`config.mk`:
```
export PLATFORM = sky130hd
export DESIGN_NAME = trimmed_mean_window_filter
export DESIGN_NICKNAME = d
export VERILOG_FILES = /design/src/rtl/tmwf_pkg.sv /design/src/rtl/tmwf_window_ram.sv /design/src/rtl/tmwf_div.sv /design/src/rtl/trimmed_mean_window_filter.sv
export SDC_FILE = /design/constraint.sdc
export NUM_CORES = 1
export LEC_CHECK = 0
export ABC_AREA = 0
export BUFFER_PORTS_ARGS = -buffer_cell sky130_fd_sc_hd__buf_4
export CAP_MARGIN = 40
export CORE_ASPECT_RATIO = 0.7
export CORE_UTILIZATION = 40
export DETAILED_ROUTE_END_ITERATION = 8
export SYNTH_ARGS = -nofsm -noshare
export SYNTH_HDL_FRONTEND = slang
export SYNTH_SLANG_ARGS = --single-unit
```
`constraint.sdc`:
```
create_clock -name clk_i -period 8.4 [get_ports clk_i]
set_input_delay 1.68 -clock clk_i [delete_from_list [all_inputs] [get_ports clk_i]]
set_output_delay 1.68 -clock clk_i [all_outputs]
set_load 0.01 [all_outputs]
```
`src/rtl/tmwf_pkg.sv`:
```
package tmwf_pkg;

  // Sample and result width
  localparam int unsigned SAMPLE_W = 16;

  // Trimming applies from this many valid entries on
  localparam int unsigned TRIM_MIN_COUNT = 4;
  // Entries removed by trimming (one maximum, one minimum)
  localparam int unsigned TRIM_DROP = 2;

  // Sequencer states
  typedef enum logic [2:0] {
    S_IDLE,
    S_SCAN,
    S_PREP,
    S_DIV,
    S_OUT
  } tmwf_state_e;

endpackage

```
`src/rtl/tmwf_window_ram.sv`:
```
module tmwf_window_ram import tmwf_pkg::*; #(
  parameter int unsigned DEPTH = 8,
  parameter int unsigned AW    = 3
) (
  input  logic                clk_i,
  input  logic                we_i,
  input  logic [AW-1:0]       waddr_i,
  input  logic [SAMPLE_W-1:0] wdata_i,
  input  logic [AW-1:0]       raddr_i,
  output logic [SAMPLE_W-1:0] rdata_o
);

  logic [SAMPLE_W-1:0] mem_q [DEPTH];
  logic [SAMPLE_W-1:0] rdata_q;

  // Single write port
  always_ff @(posedge clk_i) begin
    if (we_i) begin
      mem_q[waddr_i] <= wdata_i;
    end
  end

  // Registered read port
  always_ff @(posedge clk_i) begin
    rdata_q <= mem_q[raddr_i];
  end

  assign rdata_o = rdata_q;

endmodule

```
`src/rtl/tmwf_div.sv`:
```
module tmwf_div import tmwf_pkg::*; #(
  parameter int unsigned NW = 20,  // dividend width
  parameter int unsigned DW = 4    // divisor width
) (
  input  logic          clk_i,
  input  logic          rst_ni,
  input  logic          start_i,
  input  logic [NW-1:0] dividend_i,
  input  logic [DW-1:0] divisor_i,
  output logic          done_o,
  output logic [NW-1:0] quotient_o
);

  localparam int unsigned CNTW = $clog2(NW + 1);

  logic [NW-1:0]   quot_q, quot_d;
  logic [DW-1:0]   rem_q, rem_d;
  logic [DW-1:0]   dvs_q;
  logic [CNTW-1:0] cnt_q, cnt_d;
  logic            busy_q, busy_d;
  logic            done_q, done_d;
  logic [DW:0]     rem_shift;
  logic [DW:0]     rem_diff;
  logic            ge;

  // One restoring step: shift in next dividend bit, trial subtract
  assign rem_shift = {rem_q, quot_q[NW-1]};
  assign rem_diff  = rem_shift - {1'b0, dvs_q};
  assign ge        = (rem_shift >= {1'b0, dvs_q});

  always_comb begin
    quot_d = quot_q;
    rem_d  = rem_q;
    cnt_d  = cnt_q;
    busy_d = busy_q;
    done_d = 1'b0;
    if (start_i) begin
      quot_d = dividend_i;
      rem_d  = '0;
      cnt_d  = CNTW'(NW);
      busy_d = 1'b1;
    end else if (busy_q) begin
      quot_d = {quot_q[NW-2:0], ge};
      rem_d  = ge ? rem_diff[DW-1:0] : rem_shift[DW-1:0];
      cnt_d  = cnt_q - 1'b1;
      if (cnt_q == CNTW'(1)) begin
        busy_d = 1'b0;
        done_d = 1'b1;
      end
    end
  end

  always_ff @(posedge clk_i or negedge rst_ni) begin
    if (!rst_ni) begin
      busy_q <= 1'b0;
      done_q <= 1'b0;
      cnt_q  <= '0;
    end else begin
      busy_q <= busy_d;
      done_q <= done_d;
      cnt_q  <= cnt_d;
    end
  end

  always_ff @(posedge clk_i) begin
    quot_q <= quot_d;
    rem_q  <= rem_d;
    if (start_i) begin
      dvs_q <= divisor_i;
    end
  end

  assign done_o     = done_q;
  assign quotient_o = quot_q;

endmodule

```
`src/rtl/trimmed_mean_window_filter.sv`:
```
// Trimmed-mean moving window filter.
//
// Input channel (in_valid_i / in_ready_o / sample_i) takes one 16-bit sample
// per transaction; output channel (out_valid_o / out_ready_i / filtered_o)
// returns exactly one filtered value per input transaction, in order.
// Each sample is written into a circular window of WINDOW entries. With four
// or more valid entries the result is (sum - max - min) / (count - 2), else
// the truncating mean of the valid entries.
//
// The scan reads the window through the registered RAM read port, a setup
// state starts the bit-serial divider (one step per dividend bit, then a
// done strobe), and the quotient is then loaded into the output register.
// A new sample is taken only when the sequencer is idle, so the block does
// not take a new sample before it is through with the previous one.
// Reset clears the write pointer, fill count and all control state; the
// window contents are not cleared and are never read before being written.
// A stalled receiver holds the result in the output register; the block
// still accepts the next sample and parks its result until the slot frees.
module trimmed_mean_window_filter import tmwf_pkg::*; #(
  parameter int unsigned WINDOW = 8
) (
  input  logic                clk_i,
  input  logic                rst_ni,
  input  logic                in_valid_i,
  output logic                in_ready_o,
  input  logic [SAMPLE_W-1:0] sample_i,
  output logic                out_valid_o,
  input  logic                out_ready_i,
  output logic [SAMPLE_W-1:0] filtered_o
);

  localparam int unsigned AW = (WINDOW > 1) ? $clog2(WINDOW) : 1;
  localparam int unsigned CW = $clog2(WINDOW + 1);
  localparam int unsigned SW = SAMPLE_W + CW;

  tmwf_state_e state_q, state_d;

  logic [AW-1:0]       wpos_q;
  logic [CW-1:0]       fill_q;
  logic [CW-1:0]       k_q, k_d;
  logic                rd_vld_q, rd_vld_d;
  logic [SW-1:0]       sum_q;
  logic [SAMPLE_W-1:0] hi_q, lo_q;
  logic [SAMPLE_W-1:0] rdata;
  logic                out_valid_q, out_valid_d;
  logic [SAMPLE_W-1:0] filtered_q;
  logic                accept;
  logic                load_out;
  logic                div_start;
  logic                div_done;
  logic [SW-1:0]       div_num;
  logic [CW-1:0]       div_dvs;
  logic [SW-1:0]       div_quot;
  logic                trim;

  assign accept = in_valid_i && in_ready_o;

  // Window storage
  tmwf_window_ram #(
    .DEPTH (WINDOW),
    .AW    (AW)
  ) u_ram (
    .clk_i   (clk_i),
    .we_i    (accept),
    .waddr_i (wpos_q),
    .wdata_i (sample_i),
    .raddr_i (k_q[AW-1:0]),
    .rdata_o (rdata)
  );

  // Shared bit-serial divider
  tmwf_div #(
    .NW (SW),
    .DW (CW)
  ) u_div (
    .clk_i      (clk_i),
    .rst_ni     (rst_ni),
    .start_i    (div_start),
    .dividend_i (div_num),
    .divisor_i  (div_dvs),
    .done_o     (div_done),
    .quotient_o (div_quot)
  );

  // Trim selection and divider operands
  assign trim    = (32'(fill_q) >= 32'(TRIM_MIN_COUNT));
  assign div_num = trim ? (sum_q - SW'(hi_q) - SW'(lo_q)) : sum_q;
  assign div_dvs = trim ? (fill_q - CW'(TRIM_DROP)) : fill_q;

  // Sequencer: next state and strobes
  always_comb begin
    state_d     = state_q;
    k_d         = k_q;
    rd_vld_d    = 1'b0;
    div_start   = 1'b0;
    load_out    = 1'b0;
    in_ready_o  = 1'b0;
    out_valid_d = out_valid_q && !out_ready_i;
    unique case (state_q)
      S_IDLE: begin
        in_ready_o = 1'b1;
        k_d        = '0;
        if (in_valid_i) begin
          state_d = S_SCAN;
        end
      end
      S_SCAN: begin
        if (k_q != fill_q) begin
          rd_vld_d = 1'b1;
          k_d      = k_q + 1'b1;
        end else if (!rd_vld_q) begin
          state_d = S_PREP;
        end
      end
      S_PREP: begin
        div_start = 1'b1;
        state_d   = S_DIV;
      end
      S_DIV: begin
        if (div_done) begin
          state_d = S_OUT;
        end
      end
      S_OUT: begin
        if (!out_valid_q || out_ready_i) begin
          load_out    = 1'b1;
          out_valid_d = 1'b1;
          state_d     = S_IDLE;
        end
      end
      default: begin
        state_d = S_IDLE;
      end
    endcase
  end

  // Control registers
  always_ff @(posedge clk_i or negedge rst_ni) begin
    if (!rst_ni) begin
      state_q     <= S_IDLE;
      wpos_q      <= '0;
      fill_q      <= '0;
      k_q         <= '0;
      rd_vld_q    <= 1'b0;
      out_valid_q <= 1'b0;
    end else begin
      state_q     <= state_d;
      k_q         <= k_d;
      rd_vld_q    <= rd_vld_d;
      out_valid_q <= out_valid_d;
      if (accept) begin
        wpos_q <= (wpos_q == AW'(WINDOW - 1)) ? '0 : wpos_q + 1'b1;
        if (fill_q != CW'(WINDOW)) begin
          fill_q <= fill_q + 1'b1;
        end
      end
    end
  end

  // Scan accumulator: sum, max and min over returned reads
  always_ff @(posedge clk_i) begin
    if (accept) begin
      sum_q <= '0;
      hi_q  <= '0;
      lo_q  <= '1;
    end else if (rd_vld_q) begin
      sum_q <= sum_q + SW'(rdata);
      if (rdata > hi_q) begin
        hi_q <= rdata;
      end
      if (rdata < lo_q) begin
        lo_q <= rdata;
      end
    end
  end

  // Output register
  always_ff @(posedge clk_i) begin
    if (load_out) begin
      filtered_q <= div_quot[SAMPLE_W-1:0];
    end
  end

  assign out_valid_o = out_valid_q;
  assign filtered_o  = filtered_q;

  // Fill count never exceeds the window depth
  assert property (@(posedge clk_i) disable iff (!rst_ni)
    32'(fill_q) <= WINDOW)
    else $error("fill count above window depth");

  // The scan index never runs past the fill count
  assert property (@(posedge clk_i) disable iff (!rst_ni)
    (state_q == S_SCAN) |-> (k_q <= fill_q))
    else $error("scan index beyond valid entries");

  // An accepted sample starts a scan
  assert property (@(posedge clk_i) disable iff (!rst_ni)
    accept |=> (state_q == S_SCAN))
    else $error("accepted sample did not start a scan");

  // Divider completion always moves to the output stage
  assert property (@(posedge clk_i) disable iff (!rst_ni)
    (state_q == S_DIV && div_done) |=> (state_q == S_OUT))
    else $error("divider result lost");

endmodule

```
== Word-level counts from Yosys, hierarchy flattened ==
Memory sizes are Yosys's and may differ from the RTL's. A register that Yosys moved wholly into a read port is not among the register bits.
Cells that the tools add are included.
Cells by class
  mux-type cells: 32
  reduce and logical (&&, ||, !) cells: 13
  magnitude comparators: 4
  eq/ne operators: 14
  $add $sub $neg: 9
Operators with widths (number)
  $mux W20: 3
  $sub A20 B16 Y20: 2
  $add A20 B16 Y20: 1
  $mux W3: 6
  $gt A16 B16 Y1: 1
  $lt A16 B16 Y1: 1
  $mux W1: 16
  $pmux W3 S5: 1
  $mux W4: 3
  $mux W5: 2
  $ne A2 B2 Y1 const B: 5
  $add A4 B1 Y4 const B: 2
  $pmux W4 S2: 1
  $reduce_and A2 Y1: 4
  $eq A3 B2 Y1 const B: 2
  $eq A3 B3 Y1 const B: 2
  $eq A5 B1 Y1 const B: 1
  $ge A5 B4 Y1: 1
  $reduce_and A5 Y1: 1
  $sub A5 B1 Y5 const B: 1
  $ge A4 B3 Y1 const B: 1
  $ne A4 B4 Y1: 1
  $ne A4 B4 Y1 const B: 1
  $reduce_bool A2 Y1: 2
  9 further kinds: 11
Storage, ports and cells
  memories: 1
  RAM bits: 128
  register bits after elaboration: 119
  output and inout port bits: 18
  bits of input ports: 20
  word-level logic and storage cells: 89
Memories
  u_ram.mem_q: depth 8, width 16, read ports 1, clocked after Yosys merged registers in 1, write ports 1, line tmwf_window_ram.sv:13  | logic [SAMPLE_W-1:0] mem_q [DEPTH];

== Longest topological paths before layout ==
  word-level depth: 5
  depth in mapped cells: 11
  gate-level depth less buffers: 11

== Cells and area by module ==
From an unflattened synthesis, not the netlist that was laid out.
Unflattened totals
  cells, all modules: 1053
  area total of the unflattened synthesis: 13222.7 um2
By module, submodules not included
  trimmed_mean_window_filter: seq. area each 1921.8 um2, times used 1, cells an instance 723, area an instance 6289.8 um2
  tmwf_window_ram: seq. area each 4164.0 um2, times used 1, cells an instance 214, area an instance 5293.8 um2
  tmwf_div: seq. area each 975.9 um2, times used 1, cells an instance 116, area an instance 1639.1 um2

== Worst setup path after synthesis ==
No wires, ideal clock.
  kind: input port to flip-flop
  start point: input port in_valid_i
  end point: memory u_ram.mem_q[2][0], enable pin
  setup slack: 4.026 ns
  data arrival time: 3.938 ns
  library setup time: 0.436 ns
  buffers on the path: 2
  data required time: 7.964 ns
  stages: 4
  cell sequence: nand2_1 clkbuf_1 clkbuf_1 nor4b_1
On the way
  word-level cells in the longest chain between the ends: 3
RTL lines
  start: declaration: line trimmed_mean_window_filter.sv:24  | input logic in_valid_i,
  $logic_and A1 B1 Y1: line trimmed_mean_window_filter.sv:56  | assign accept = in_valid_i && in_ready_o;
  $mux W1: line tmwf_window_ram.sv:18  | if (we_i) begin
  $mux W1 (not written as such): line tmwf_window_ram.sv:19  | mem_q[waddr_i] <= wdata_i;
  end: declaration: line tmwf_window_ram.sv:13
No other way between the ends.

== Final worst setup path ==
  start point: register state_q[1]
  end point: output port in_ready_o
On the way
  word-level cells in the longest chain between the ends: 2
RTL lines
  start: declaration: line trimmed_mean_window_filter.sv:36  | tmwf_state_e state_q, state_d;
  start signal: assignment: line trimmed_mean_window_filter.sv:147  | state_q <= state_d;
  $logic_not A3 Y1: line trimmed_mean_window_filter.sv:99  | unique case (state_q)
  $mux W1: line trimmed_mean_window_filter.sv:99
  end: declaration: line trimmed_mean_window_filter.sv:25  | output logic in_ready_o,
No other way between the ends.

==> impl_metrics.toml <==
[worst_setup_path]
critPathArrivalTime_ns = 1.65
critPathMaxFanout = 9
reg2reg_from = "hi_q[2]"
cpMaxStageDelayCell = "dfrtp_1"
worst_r2r_endpoint = "u_div.quotient_o[17]"
crit_chain = "nor3_2 > buf_4"
worstSetupStartpointType = "register"
max_stage_delay_ns = 0.47
end_kind = "output port"
critPathKind = "reg2out"
reg2reg_depth = 10
rrSetupSlack_ns = 5.31
crit_required_ns = 6.72

[cells_and_area]
synthToLayoutAreaGrowth_pct = 13.22
final_common_cell = "edfxtp_1"
drive_above_1_share_pct = 16.14
finalNetCount = 1207
postLayoutCoreUtil_pct = 46.50
fin_area_sq_um = 14610
final_cell_mix = "edfxtp_1 (168), ha_1 (79), nand2_1 (73), dfxtp_1 (72), nor2_1 (65)"
num_antenna_cells = 0

[floorplanning]
die_y_um = 152.3
core.rowCount = 54
boundaryPins = 38
start_util_pct = 41.07
die_area_sq_um = 32990
core_area_sq_um = 31420
die_w_um = 216.7

[worst_hold_path]
min_path_cells = 0
min_to = "filtered_o[15]"
min_path_type = "reg2reg"
min_from = "u_div.quotient_o[15]"

[logic_synthesis]
synth_ff_type = "edfxtp_1"
synth.cell_area_sq_um = 12900
syn_avg_cell_area_sq_um = 12.31
synth_cell_types = 62
synth_fp_nets = 1165
synth-simple-area-share_pct = 9.803
synth-edff-count = 168
yosys.area_share.xor_xnor_pct = 2.647
synth_top_family_by_area = "compound AO/OA/AOI/OAI gates"
synth_compound_area_share_pct = 10.50
async_flop_share_pct = 8.745
synth_warnings = 0
synth.yosys.seq_area_share_pct = 54.73
ys_ff_latch = 263
synth_adder_area_share_pct = 10.45
muxShareOfSynthArea_pct = 8.737
syn_inst = 1048

[clock_network]
numCtsBuffers = 26
clock-sinks = 263
cts_resized = 0
cts_setup_buffers = 0
ctsHoldBuffers = 0
cts-htree-levels = 1
clkTransAtPathRegs_ns = 0.06
clockRootBuffer = "clkbuf_16"
clock_latency_ns = 0.55
cts_tree = "done"
clockBufferDepth = 3

[sta]
setup_viol = 0
rsz0062_at_grt = "no"
worst_slack_ns = 5.072
max_freq_mhz = 300.5
hold_viol = 0
drv_slew = 0
fin_worst_skew_ns = 0.01830
tns_ns = 0
relSlewSlack_pct = 50.87
period_share_pct = 39.62
worstMarginPinSlew_ns = 0.7346
fin_crit_ns = 3.328

[route]
vias = 8168
wl_um = 27530
drc = 0
drtPass1Iterations = 5
drtIter0Drc = 648
vias_per_cell = 5.342
wire_per_inst_um = 18.00
detail-route-antenna-nets = 0

[global_route]
antenna_found_initial = 0
grtUsageTotal_pct = 17.00
grt_pass1_vias = 7964
overflow = 0
grt_max_degree = 48
grt_pass1_wl_um = 44460

[outcome]
outcome = "completed"

[power]
leakagePower_nw = 5.615
power.total_mw = 6.552
vdd_drop_max_mv = 0.1924
power_density_nw_per_um2 = 448.5

[placed_design]
place_area_sq_um = 13770
dp_slack_ns = 5.016
gp_congestion = 0.8636
dpl.hpwl_um = 19140
io_buffers = 37

[flow_run]
maxCapViolCount = 0
## area by class of cell
class,count,area [sq um]
multi-input cells,681,5484
inverters,60,225.2
clock buffers,31,690.7
clock inverters,16,150.1
flip-flops and latches,263,7063
well taps,420,525.5
fillers,2817,16810
repair buffers,58,470.5
## worst max-delay path: cells and delay by family (launching register included)
family                 cells  cell delay [ns]
buffers and inverters      1             0.21
DFF                        1             0.47
and+or+nand+nor            1             0.44
## sequential cells by signal, indices dropped and copies added (netlist names), 4 cells and up
| signal | flops |
|---|---|
| hi_q | 16 |
| u_div.quotient_o | 20 |
| sum_q | 20 |
| u_div.rem_q | 4 |
| k_q | 4 |
| fill_q | 4 |
| filtered_o | 16 |
| u_ram.rdata_o | 16 |
| u_ram.mem_q | 128 |
| u_div.dvs_q | 4 |
| u_div.cnt_q | 5 |
| lo_q | 16 |
## routing by layer
layer	wire [um]	vias to the layer above	global-route usage [%]	share of wire [%]
met4	456	0	3.152	1.7
met1	14140	4000	26.83	51
met2	11670	160	24.34	42
met3	1266	33	3.014	4.6
met5	0	-	0	0
li1	-	3975	-	-
## logic make-up after synthesis
logic type | Yosys count
multiplexers | 70
flip-flops | 263
buffers and inverters | 104
XOR/XNOR | 39
AND/OR/NAND/NOR | 268
adder cells (fa/ha/maj) | 97
AO/OA/AOI/OAI | 207
## worst max path at each step
stage | startpoint | to | slack (ns) | cells after the start
after global placement | in_valid_i | u_ram.mem_q[3][10] | 5.05 | 6
final | state_q[1] | in_ready_o | 5.07 | 2
after CTS | state_q[1] | in_ready_o | 5.02 | 2
after global routing | state_q[1] | in_ready_o | 4.91 | 2
after detailed placement | in_valid_i | u_ram.mem_q[3][14] | 5.02 | 6
after floorplan | in_valid_i | u_ram.mem_q[2][0] | 4.03 | 4
## power by group
part | leakage [nW] | internal, mW | total (mW) | switching [mW]
clock | 0.402 | 0.652 | 1.15 | 0.501
sequential | 2.44 | 1.74 | 2.03 | 0.288
combinational | 2.78 | 1.47 | 3.37 | 1.90
total | 5.62 | 3.86 | 6.55 | 2.69
## per-stage QoR
| step | instances | hold slack, ns |
|---|---|---|
| after floorplan | 1048 | 0.4262 |
| after global routing | 1529 | 0.4683 |
| after detailed placement | 1482 | 0.4377 |
| after CTS | 1529 | 0.4539 |
| final | 1529 | 0.4532 |
| after global placement | 1478 | 0.4388 |
## Yosys cell counts (8+ instances only)
cell	n	share of area, %
edfxtp_1	168	39
o21a_1	11	0.64
o31ai_1	17	0.99
nor3_1	15	0.58
clkbuf_1	29	0.84
dfrtp_1	23	4.5
a21oi_1	51	2.0
mux2_2	21	1.8
xor2_1	14	0.95
a21o_1	15	0.87
xnor2_1	25	1.7
dfxtp_1	72	11
fa_1	18	2.8
nand3_1	62	2.4
ha_1	79	7.7
inv_1	60	1.7
a31oi_1	8	0.39
o21ai_1	12	0.47
buf_2	11	0.43
mux2i_1	17	1.3
nand2_1	73	2.1
mux4_2	32	5.6
nor2_1	66	1.9
nand4_1	8	0.39
o21ai_0	43	1.7
Power figures use the tool's default switching activity.
